--- src/rtl/core/ftb_pkg.sv ---
// Shared types, constants and tables for the fractal tree branch generator.
// Used by every module under rtl/core; depends on nothing else.
package ftb_pkg;

  localparam int COORD_BITS = 16;
  localparam int ANGLE_BITS = 16;
  localparam int COORD_FRAC = COORD_BITS - 3;
  localparam int LEN_W      = 16;
  localparam int CFG_W      = 16;
  localparam int CFG_ADDR_W = 8;

  localparam int ROT_STEPS  = 20;
  localparam int STEP_W     = $clog2(ROT_STEPS);
  localparam int CORDIC_W   = 32;

  // Length times Q1.30 trig value, then the rounding shift down to the coordinate grid.
  localparam int PROD_W     = LEN_W + 1 + CORDIC_W;
  localparam int SUM_W      = PROD_W + 1;
  localparam int RND_SH     = 44 - COORD_FRAC;

  localparam logic signed [CORDIC_W-1:0] GAIN_Q30 = 32'sd652032874;

  localparam logic [CFG_ADDR_W-1:0] REG_LEFT_ANGLE  = CFG_ADDR_W'(0);
  localparam logic [CFG_ADDR_W-1:0] REG_RIGHT_ANGLE = CFG_ADDR_W'(1);
  localparam logic [CFG_ADDR_W-1:0] REG_LEFT_SCALE  = CFG_ADDR_W'(2);
  localparam logic [CFG_ADDR_W-1:0] REG_RIGHT_SCALE = CFG_ADDR_W'(3);

  localparam logic [CFG_W-1:0] RST_ANGLE_OFFSET = 16'd3641;
  localparam logic [CFG_W-1:0] RST_SCALE        = 16'd22938;

  // atan(2^-i) in units of 2^32 per turn.
  localparam logic [CORDIC_W-1:0] ATAN_TAB [ROT_STEPS] = '{
    32'd536870912, 32'd316933406, 32'd167458907, 32'd85004756, 32'd42667331,
    32'd21354465,  32'd10679838,  32'd5340245,   32'd2670163,  32'd1335087,
    32'd667544,    32'd333772,    32'd166886,    32'd83443,    32'd41722,
    32'd20861,     32'd10430,     32'd5215,      32'd2607,     32'd1303
  };

  typedef struct packed {
    logic signed [CORDIC_W-1:0] x;
    logic signed [CORDIC_W-1:0] y;
    logic signed [CORDIC_W-1:0] z;
    logic                       flip;
  } lane_t;

  typedef struct packed {
    logic signed [COORD_BITS-1:0] base_x;
    logic signed [COORD_BITS-1:0] base_y;
    logic [ANGLE_BITS-1:0]        left_heading;
    logic [ANGLE_BITS-1:0]        right_heading;
    logic [LEN_W-1:0]             left_length;
    logic [LEN_W-1:0]             right_length;
    logic                         sat;
    lane_t                        left;
    lane_t                        right;
  } item_t;

endpackage

--- src/rtl/core/ftb_rot_cell.sv ---
// One CORDIC rotation cell for both children; a row of these forms the rotator.
// Depends on ftb_pkg.
module ftb_rot_cell (
  input  logic                         clk,
  input  logic                         rst_n,
  input  logic [ftb_pkg::STEP_W-1:0]   step,
  input  logic                         up_valid,
  output logic                         up_ready,
  input  ftb_pkg::item_t               up_item,
  output logic                         dn_valid,
  input  logic                         dn_ready,
  output ftb_pkg::item_t               dn_item
);
  import ftb_pkg::*;

  logic  valid_r;
  item_t item_r;
  item_t item_nxt;

  function automatic lane_t rotate(input lane_t l, input logic [STEP_W-1:0] s);
    logic signed [CORDIC_W-1:0] dx;
    logic signed [CORDIC_W-1:0] dy;
    logic signed [CORDIC_W-1:0] da;
    lane_t r;
    dx = l.y >>> s;
    dy = l.x >>> s;
    da = $signed(ATAN_TAB[s]);
    r  = l;
    if (!l.z[CORDIC_W-1]) begin
      r.x = l.x - dx;
      r.y = l.y + dy;
      r.z = l.z - da;
    end else begin
      r.x = l.x + dx;
      r.y = l.y - dy;
      r.z = l.z + da;
    end
    return r;
  endfunction

  always_comb begin
    item_nxt       = up_item;
    item_nxt.left  = rotate(up_item.left, step);
    item_nxt.right = rotate(up_item.right, step);
  end

  assign up_ready = !valid_r || dn_ready;
  assign dn_valid = valid_r;
  assign dn_item  = item_r;

  always_ff @(posedge clk) begin
    if (!rst_n) begin
      valid_r <= 1'b0;
    end else if (up_ready) begin
      valid_r <= up_valid;
    end
  end

  always_ff @(posedge clk) begin
    if (up_ready && up_valid) begin
      item_r <= item_nxt;
    end
  end

endmodule

--- config.mk ---
export PLATFORM = sky130hd
export DESIGN_NAME = ftb_rot_cell
export DESIGN_NICKNAME = d
export VERILOG_FILES = /design/src/rtl/core/ftb_pkg.sv /design/src/rtl/core/ftb_rot_cell.sv
export SDC_FILE = /design/constraint.sdc
export NUM_CORES = 1
export LEC_CHECK = 0
export BUFFER_PORTS_ARGS = -buffer_cell sky130_fd_sc_hd__clkbuf_2
export CELL_PAD_IN_SITES_DETAIL_PLACEMENT = 1
export CELL_PAD_IN_SITES_GLOBAL_PLACEMENT = 1
export CORE_UTILIZATION = 40
export DETAILED_ROUTE_END_ITERATION = 12
export PLACE_DENSITY_LB_ADDON = 0.1
export SYNTH_ARGS = -nofsm -noshare
export SYNTH_HDL_FRONTEND = slang
export SYNTH_SLANG_ARGS = --single-unit
--- constraint.sdc ---
create_clock -name clk -period 8.2 [get_ports clk]
set_clock_uncertainty 0.2 [all_clocks]
set_input_delay 0.82 -clock clk [delete_from_list [all_inputs] [get_ports clk]]
set_output_delay 0.82 -clock clk [all_outputs]
set_load 0.01 [all_outputs]
# Yosys cells after proc, flatten, opt, wreduce, memory -nomap -nowiden
# Memories as Yosys holds them, arrays and structs flattened.
# Index checks and enable logic that the tools add are counted.
[op_classes]
n_mux = 4
reduce_logical = 3
order_cmp = 1
bitwise_logic = 1
addsub = 12
shift = 4
[op_table]
columns = ["cell", "n"]
rows = [
  ["$add A32 B32 Y32", 6],
  ["$mux W96", 2],
  ["$sub A32 B32 Y32", 6],
  ["$sshr A32 B5 Y32", 4],
  ["$mux W32", 2],
  ["$ge A6 B6 Y1 const B", 1],
  ["$not A5 Y6", 1],
  ["$logic_and A1 B1 Y1", 1],
  ["$logic_not A1 Y1", 1],
  ["$logic_or A1 B1 Y1", 1],
]
[totals]
out_inout_bits = 293
memories = 1
word_cells = 42
romBits = 1024
ff_bits = 292
[mem_list]
columns = ["name", "words", "word_bits", "read_ports", "rd_clocked_by_memory_dff", "wr", "line", "rtl"]
rows = [
  ["(no name shown)", 32, 32, 1, 0, 0, "ftb_rot_cell.sv:27", "da = $signed(ATAN_TAB[s]);"],
]

# Logic depth before layout (Yosys ltp)
# Gate-level depths: netlist of the first run.
[depth]
depth_word = 6
mapped_depth = 29

# Worst setup path after synthesis of the first run
# No wires, ideal clock.
[synth_path]
path_kind = "input to register"
start = "input port dn_ready"
end = "register item_r (netlist bit dn_item[0]) (enable)"
setup_ps = 691
path_buffers = 0
cell_stages = 2
setup_slack_ps = -332
arrival_time_ps = 7642
required_ps = 7309
cell_sequence = "nand2b_1 and2_1"
[synth_via]
elab_chain_len = 2
[synth_rtl]
columns = ["item", "line", "rtl"]
rows = [
  ["from (decl)", "ftb_rot_cell.sv:11", "input logic dn_ready,"],
  ["$logic_or A1 B1 Y1", "ftb_rot_cell.sv:47", "assign up_ready = !valid_r || dn_ready;"],
  ["$logic_and A1 B1 Y1", "ftb_rot_cell.sv:60", "if (up_ready && up_valid) begin"],
  ["to (signal assigned)", "ftb_rot_cell.sv:61", "item_r <= item_nxt;"],
  ["to (decl)", "ftb_rot_cell.sv:17", "item_t item_r;"],
]
# No other way between the ends.
# A chain may end at the register's enable or synchronous reset.

==> results of run 1 <==
[cell usage in the layout, fill, tap and decap left out, types with 80 or more instances in the layout]
| cell type | instances |
|---|---|
| edfxtp_1 | 291 |
| xnor2_1 | 170 |
| xor2_1 | 123 |
| o21ai_0 | 160 |
| mux2i_1 | 116 |
| clkbuf_2 | 587 |
| ha_1 | 221 |
| nor2_1 | 242 |
| a21o_1 | 80 |
| mux4_2 | 139 |
| nand2_1 | 253 |
| a21oi_1 | 284 |
[per-stage QoR]
stage	worst slack (ns)	instance area, um2	cells
floorplan	1.25	31100	3188
global placement	0.871	35000	4704
finish	1.13	36200	4777
global route	0.666	36200	4774
CTS	1.25	36100	4769
detailed placement	0.679	35000	4704
[path summary, 6_finish.rpt]
path	start	to	slack [ns]	depth (start not counted)
setup / recovery	step[3]	dn_item[93]$_DFFE_PP_	1.13	20
hold / removal	up_item[219]	dn_item[219]$_DFFE_PP_	0.21	1
setup reg to reg	dn_valid$_SDFFE_PN0N_	dn_item[92]$_DFFE_PP_	5.15	4
hold reg to reg	dn_valid$_SDFFE_PN0N_	dn_valid$_SDFFE_PN0N_	0.38	2
[per-layer routing]
layer,up-vias,track usage (%),wire length [um]
met5,-,0,23
met4,4,13.3,5030
met3,264,7.39,11700
met2,1379,54.7,63900
met1,15000,43.5,55900
li1,13300,-,-
[where the power goes]
part           internal (mW)  switching (mW)
clock                  0.879           0.673
sequential              2.02          0.0833
combinational           1.28            1.97
total                   4.18            2.73
[registers in the layout (all words and copies together), names as in the netlist]
signal,cells
dn_item,291
dn_valid,1
[area by class of cell]
| type | instances | area [um2] | share of cell area [%] |
|---|---|---|---|
| Multi-Input combinational cell | 2644 | 21100 | 58.4 |
| Sequential cell | 292 | 8760 | 24.2 |
| Timing Repair Buffer | 653 | 3540 | 9.78 |
| Tap cell | 1030 | 1290 | 3.56 |
| Clock buffer | 45 | 935 | 2.58 |
| Inverter | 85 | 319 | 0.882 |
| Clock inverter | 20 | 184 | 0.509 |
| Antenna cell | 8 | 20.0 | 0.0553 |
[worst reg2reg max path, cell delays in order (launching register included)]
cell and delay [ns]:
dfxtp_1 0.32, nand2b_1 0.11, and2_4 0.64, buf_4 0.58, buf_4 0.74
[kinds of logic (layout without fill, tap and decap cells)]
| kind of cell | Yosys count | after routing | synth area share [%] |
|---|---|---|---|
| other cells | 0 | 8 | 0 |
| compound gates | 943 | 943 | 19.7 |
| mux | 334 | 334 | 17.6 |
| xor+xnor | 293 | 293 | 8.25 |
| buf+inv | 252 | 803 | 3.99 |
| fa+ha+maj | 227 | 227 | 9.27 |
| simple gates | 847 | 847 | 13.1 |
| flops | 292 | 292 | 28.1 |
==> results.md, run 1 <==
* Clock slew at reported path FFs at 0.06 ns
* Status: completed
* Pwr dens at 191 nW/um2
* Post-CTS Resized at 0
* Synthesis-stage register bit count at 292
* Synthesized net count at 3715
* Synth Flop Type: edfxtp_1
* Fin. max-slew vios at 0
* Number of synthesized flops with an enable pin at 291
* Bufs and invs on worst path at 2
* Postcts setup bufs at 0
* Max FO, Critical Path at 49
* Worst path top cell family by delay: compound AO/OA/AOI/OAI gates
* Yosys warns at 0
* Avg Cell Area, Syn at 9.76 um2
* First-pass GRT wire length at 201000 um
* Overall routed net length at 137000 um
* Initial Utilization at 40.7%
* Unrepaired setup endpoints after global routing: no
* CTS max path bufs at 3
* Cell Area, Synth at 31100 um2
* Peak supply drop at 156 uV
* Synth area leader: edfxtp_1
* # DRC at 0
* Port buffer count at 592
* CP endpoint kind: flip-flop
* Hpwl dp at 108000 um
* Slowest stage delay, CP at 0.70 ns
* Final GP Congestion at 0.976
* Smallest hold slack at 0.210 ns
* Setup violators final at 0
* Setup tns final at 0 ns
* CTS root buffer: clkbuf_16
* Antenna Nets Post-Route at 0
* Kind of critical path: in2reg
* Synth top area share at 28.1%
* DR vias at 29900
* WP data arrival at 7.20 ns
* Hold Buf Count CTS at 0
* Die area at 78900 um2
* Fin nets at 4239
* Syn Inst Count at 3188
* Worst min path class: in2reg
* Total GRT Usage at 33.7%
* CTS Buf Count at 36
* Relative slew slack at 11.5%
* Crit path top cell by count: a21oi_1
* Post-route total power at 6.91 mW
* Clk_lat worst skew at 0.57 ns
* Layout cell share with drive strength beyond 1 at 25.6%
* FMAX at 0.141 GHz
* CTS tree: yes
* Core area at 76500 um2
* Worst path slowest cell: mux2i_1
* Max cap viols at 0
* Chip Width at 281 um
* Cells along the critical path: buf_4 -> buf_12 -> mux4_1 -> mux2i_1 -> o22ai_1 -> a211oi_1 -> ha_1 -> nor2_1 -> a21oi_1 -> fa_1 -> a211o_1 -> a21oi_1 -> a22oi_1 -> a31o_2 -> o311ai_0 -> a21oi_1 -> a21o_1 -> a211oi_1 -> a21oi_1 -> xor2_1
* CP Launch Type: input pin
* Critical path required time at 8.33 ns
* Core Util, Final at 47.3%
* Top post-synthesis cells by area: edfxtp_1, mux4_2, ha_1, xnor2_1, a21oi_1
* Yosys cell types at 99
* Final worst-path cycle share at 86.3%
* Ports at 593
* Die height at 281 um
* P&R area growth vs syn at 16.2%
* WL/cell at 28.6 um
* Leakage dissipation at 15.2 nW
* Rows at 101
* Tightest Pin Transition at 1.33 ns
* DR iter-0 viols at 2465
* Initial antenna violation count at 9
* Clock Sink Count at 292
* Sequential area share after synthesis at 28.1%
* Most common cell in the netlist: edfxtp_1
* Filler Cells Inserted at 8855
* Vias in the first global route at 30700
* Min Tclk post-route at 7.07 ns
* H-tree levels at 2
* Final hold vios at 0
* Drt pass-1 iters at 6
* Largest net degree at the start of global routing at 75
* Grt ovf at 0
* Ys async rst share at 0%
* DR vias/cell at 6.27
* Synth cell count leaders: edfxtp_1, a21oi_1, nand2_1
No activity file was read; power rests on OpenSTA's default activity.
==> inputs of run 2 (changes only) <==
==> constraint.sdc (replaced) <==
create_clock -name clk -period 7 [get_ports clk]
set_clock_uncertainty 0.2 [all_clocks]
set_input_delay 0.7 -clock clk [delete_from_list [all_inputs] [get_ports clk]]
set_output_delay 0.7 -clock clk [all_outputs]
set_load 0.01 [all_outputs]
==> results.md, run 2 (same netlist as run 1, synthesis figures left out) <==
* Final worst-path cycle share at 94.8%
* CTS max path bufs at 3 (unchanged)
* # DRC at 0 (unchanged)
* WL/cell at 28.1 um (-1.6%)
* P&R area growth vs syn at 18.9%
* Smallest hold slack at 0.0911 ns (-0.119 ns)
* First-pass GRT wire length at 201000 um (+0.43%)
* H-tree levels at 2 (unchanged)
* Die height at 281 um (unchanged)
* Grt ovf at 0 (unchanged)
* Post-CTS Resized at 0 (unchanged)
* Fin nets at 4334 (+2.2%)
* Drt pass-1 iters at 6 (unchanged)
* Largest net degree at the start of global routing at 146 (+95%)
* Hold Buf Count CTS at 0 (unchanged)
* Worst min path class: in2reg
* CTS Buf Count at 37 (+2.8%)
* CTS root buffer: clkbuf_16
* Worst hold start: up_item[259]
* Core area at 76500 um2 (unchanged)
* Rows at 101 (unchanged)
* Vias in the first global route at 31100 (+1.4%)
* FMAX at 0.151 GHz
* Max cap viols at 0 (unchanged)
* Tightest Pin Transition at 0.971 ns (-0.355 ns)
* Chip Width at 281 um (unchanged)
* Initial Utilization at 40.7% (unchanged)
* Most frequent cells in the layout: clkbuf_2, edfxtp_1, a21oi_1
* Die area at 78900 um2 (unchanged)
* Max reg flops at 291 (unchanged)
* Layout cell share with drive strength beyond 1 at 27.5% (+1.9 points)
* WHS Endpoint: dn_item[259]$_DFFE_PP_
* Port buffer count at 592 (unchanged)
* Hpwl dp at 109000 um (+1.5%)
* Pwr dens at 223 nW/um2 (+17%)
* Initial antenna violation count at 12 (+3)
* Critical path required time at 7.11 ns (-1.22 ns)
* Kind of critical path: in2reg
* Postcts setup bufs at 0 (unchanged)
* Layout Cells excl Fill at 4870 (+1.9%)
* WP data arrival at 6.74 ns (-0.46 ns)
* Final GP Congestion at 0.988 (+1.3%)
* Leakage dissipation at 15.7 nW (+3.4%)
* Status: completed
* Clk_lat worst skew at 0.56 ns (about the same)
* Post-route total power at 8.25 mW (+19%)
* Setup tns final at 0 ns (unchanged)
* Unrepaired setup endpoints after global routing: no
* Peak supply drop at 208 uV (+33%)
* DR vias/cell at 6.23 (-0.56%)
* Clock Sink Count at 292 (unchanged)
* R2r setup slk at 4.65 ns (-0.50 ns)
* RR Startpoint: dn_valid$_SDFFE_PN0N_
* Fin. max-slew vios at 0 (unchanged)
* DR iter-0 viols at 2154 (-13%)
* Cell count of the worst hold path at 1 (unchanged)
* CP Launch Type: input pin
* Clock slew at reported path FFs at 0.05 ns (about the same)
* Total GRT Usage at 33.8% (+0.13 points)
* Commonest non-fill, non-tap cell in the layout: clkbuf_2
* CTS tree: yes
* Max FO, Critical Path at 47 (-4.1%)
* CP endpoint kind: flip-flop
* Reg2reg path depth at 3 (-1)
* Setup violators final at 0 (unchanged)
* DR vias at 30300 (+1.4%)
* Post-Place Cells at 4798 (+2.0%)
* Min Tclk post-route at 6.63 ns
* Relative slew slack at 35.2% (+24 points)
* Worst R2R End: dn_item[89]$_DFFE_PP_
* Overall routed net length at 137000 um (+0.34%)
* Antenna Nets Post-Route at 0 (unchanged)
* Final hold vios at 0 (unchanged)
* Ports at 593 (unchanged)
run 2: critical path, cell delays in order:
cell	delay, ns
buf_8	0.39
buf_12	0.23
buf_12	0.19
mux4_2	0.53
a22o_1	0.29
a2111oi_1	0.77
ha_1	0.30
and2_0	0.33
a31oi_1	0.18
xor2_1	0.22
ha_1	0.43
and4_1	0.21
o21ai_0	0.11
a31oi_1	0.29
o211ai_1	0.20
o31ai_1	0.39
a31oi_1	0.18
o31ai_1	0.40
a31oi_1	0.16
xnor2_1	0.14
run 2: area by class of cell:
type | instances | area [um2]
Sequential cell | 292 | 8760
Fill cell | 8818 | 39500
Clock inverter | 23 | 188
Inverter | 85 | 319
Multi-Input combinational cell | 2644 | 21100
Timing Repair Buffer | 747 | 4320
Clock buffer | 43 | 970
Tap cell | 1030 | 1290
Antenna cell | 6 | 15.0
run 2: per-stage QoR:
step	instance area, um2	util (%)	setup slack (ns)
2_1_floorplan	31100	-	0.165
3_3_place_gp	35800	46.8	-0.0337
3_5_place_dp	35800	46.8	-0.124
4_1_cts	37000	48.4	0.442
5_1_grt	37000	48.4	0.0631
6_report	37000	48.4	0.366
run 2: worst max path at each step:
stage             from  cells after the start               endpoint  slack [ns]
4_1_cts        step[0]                     20  dn_item[64]$_DFFE_PP_        0.44
6_report       step[0]                     20  dn_item[64]$_DFFE_PP_        0.37
2_1_floorplan  step[1]                     25  dn_item[30]$_DFFE_PP_        0.17
3_5_place_dp   step[0]                     20  dn_item[64]$_DFFE_PP_       -0.12
3_3_place_gp   step[0]                     22  dn_item[96]$_DFFE_PP_       -0.03
5_1_grt        step[0]                     24  dn_item[96]$_DFFE_PP_        0.06
run 2: power by group:
part / internal (mW) / leakage, nW / switching, mW
sequential: 2.37 / 2.82 / 0.0974
clock: 1.07 / 0.571 / 0.801
combinational: 1.56 / 12.3 / 2.35
run 2: per-layer routing:
metal | global-route usage, % | share of wire, %
met2 | 56.3 | 47
met5 | 0 | 0.052
met1 | 43.2 | 41
met4 | 12.0 | 3.4
met3 | 7.02 | 8.2
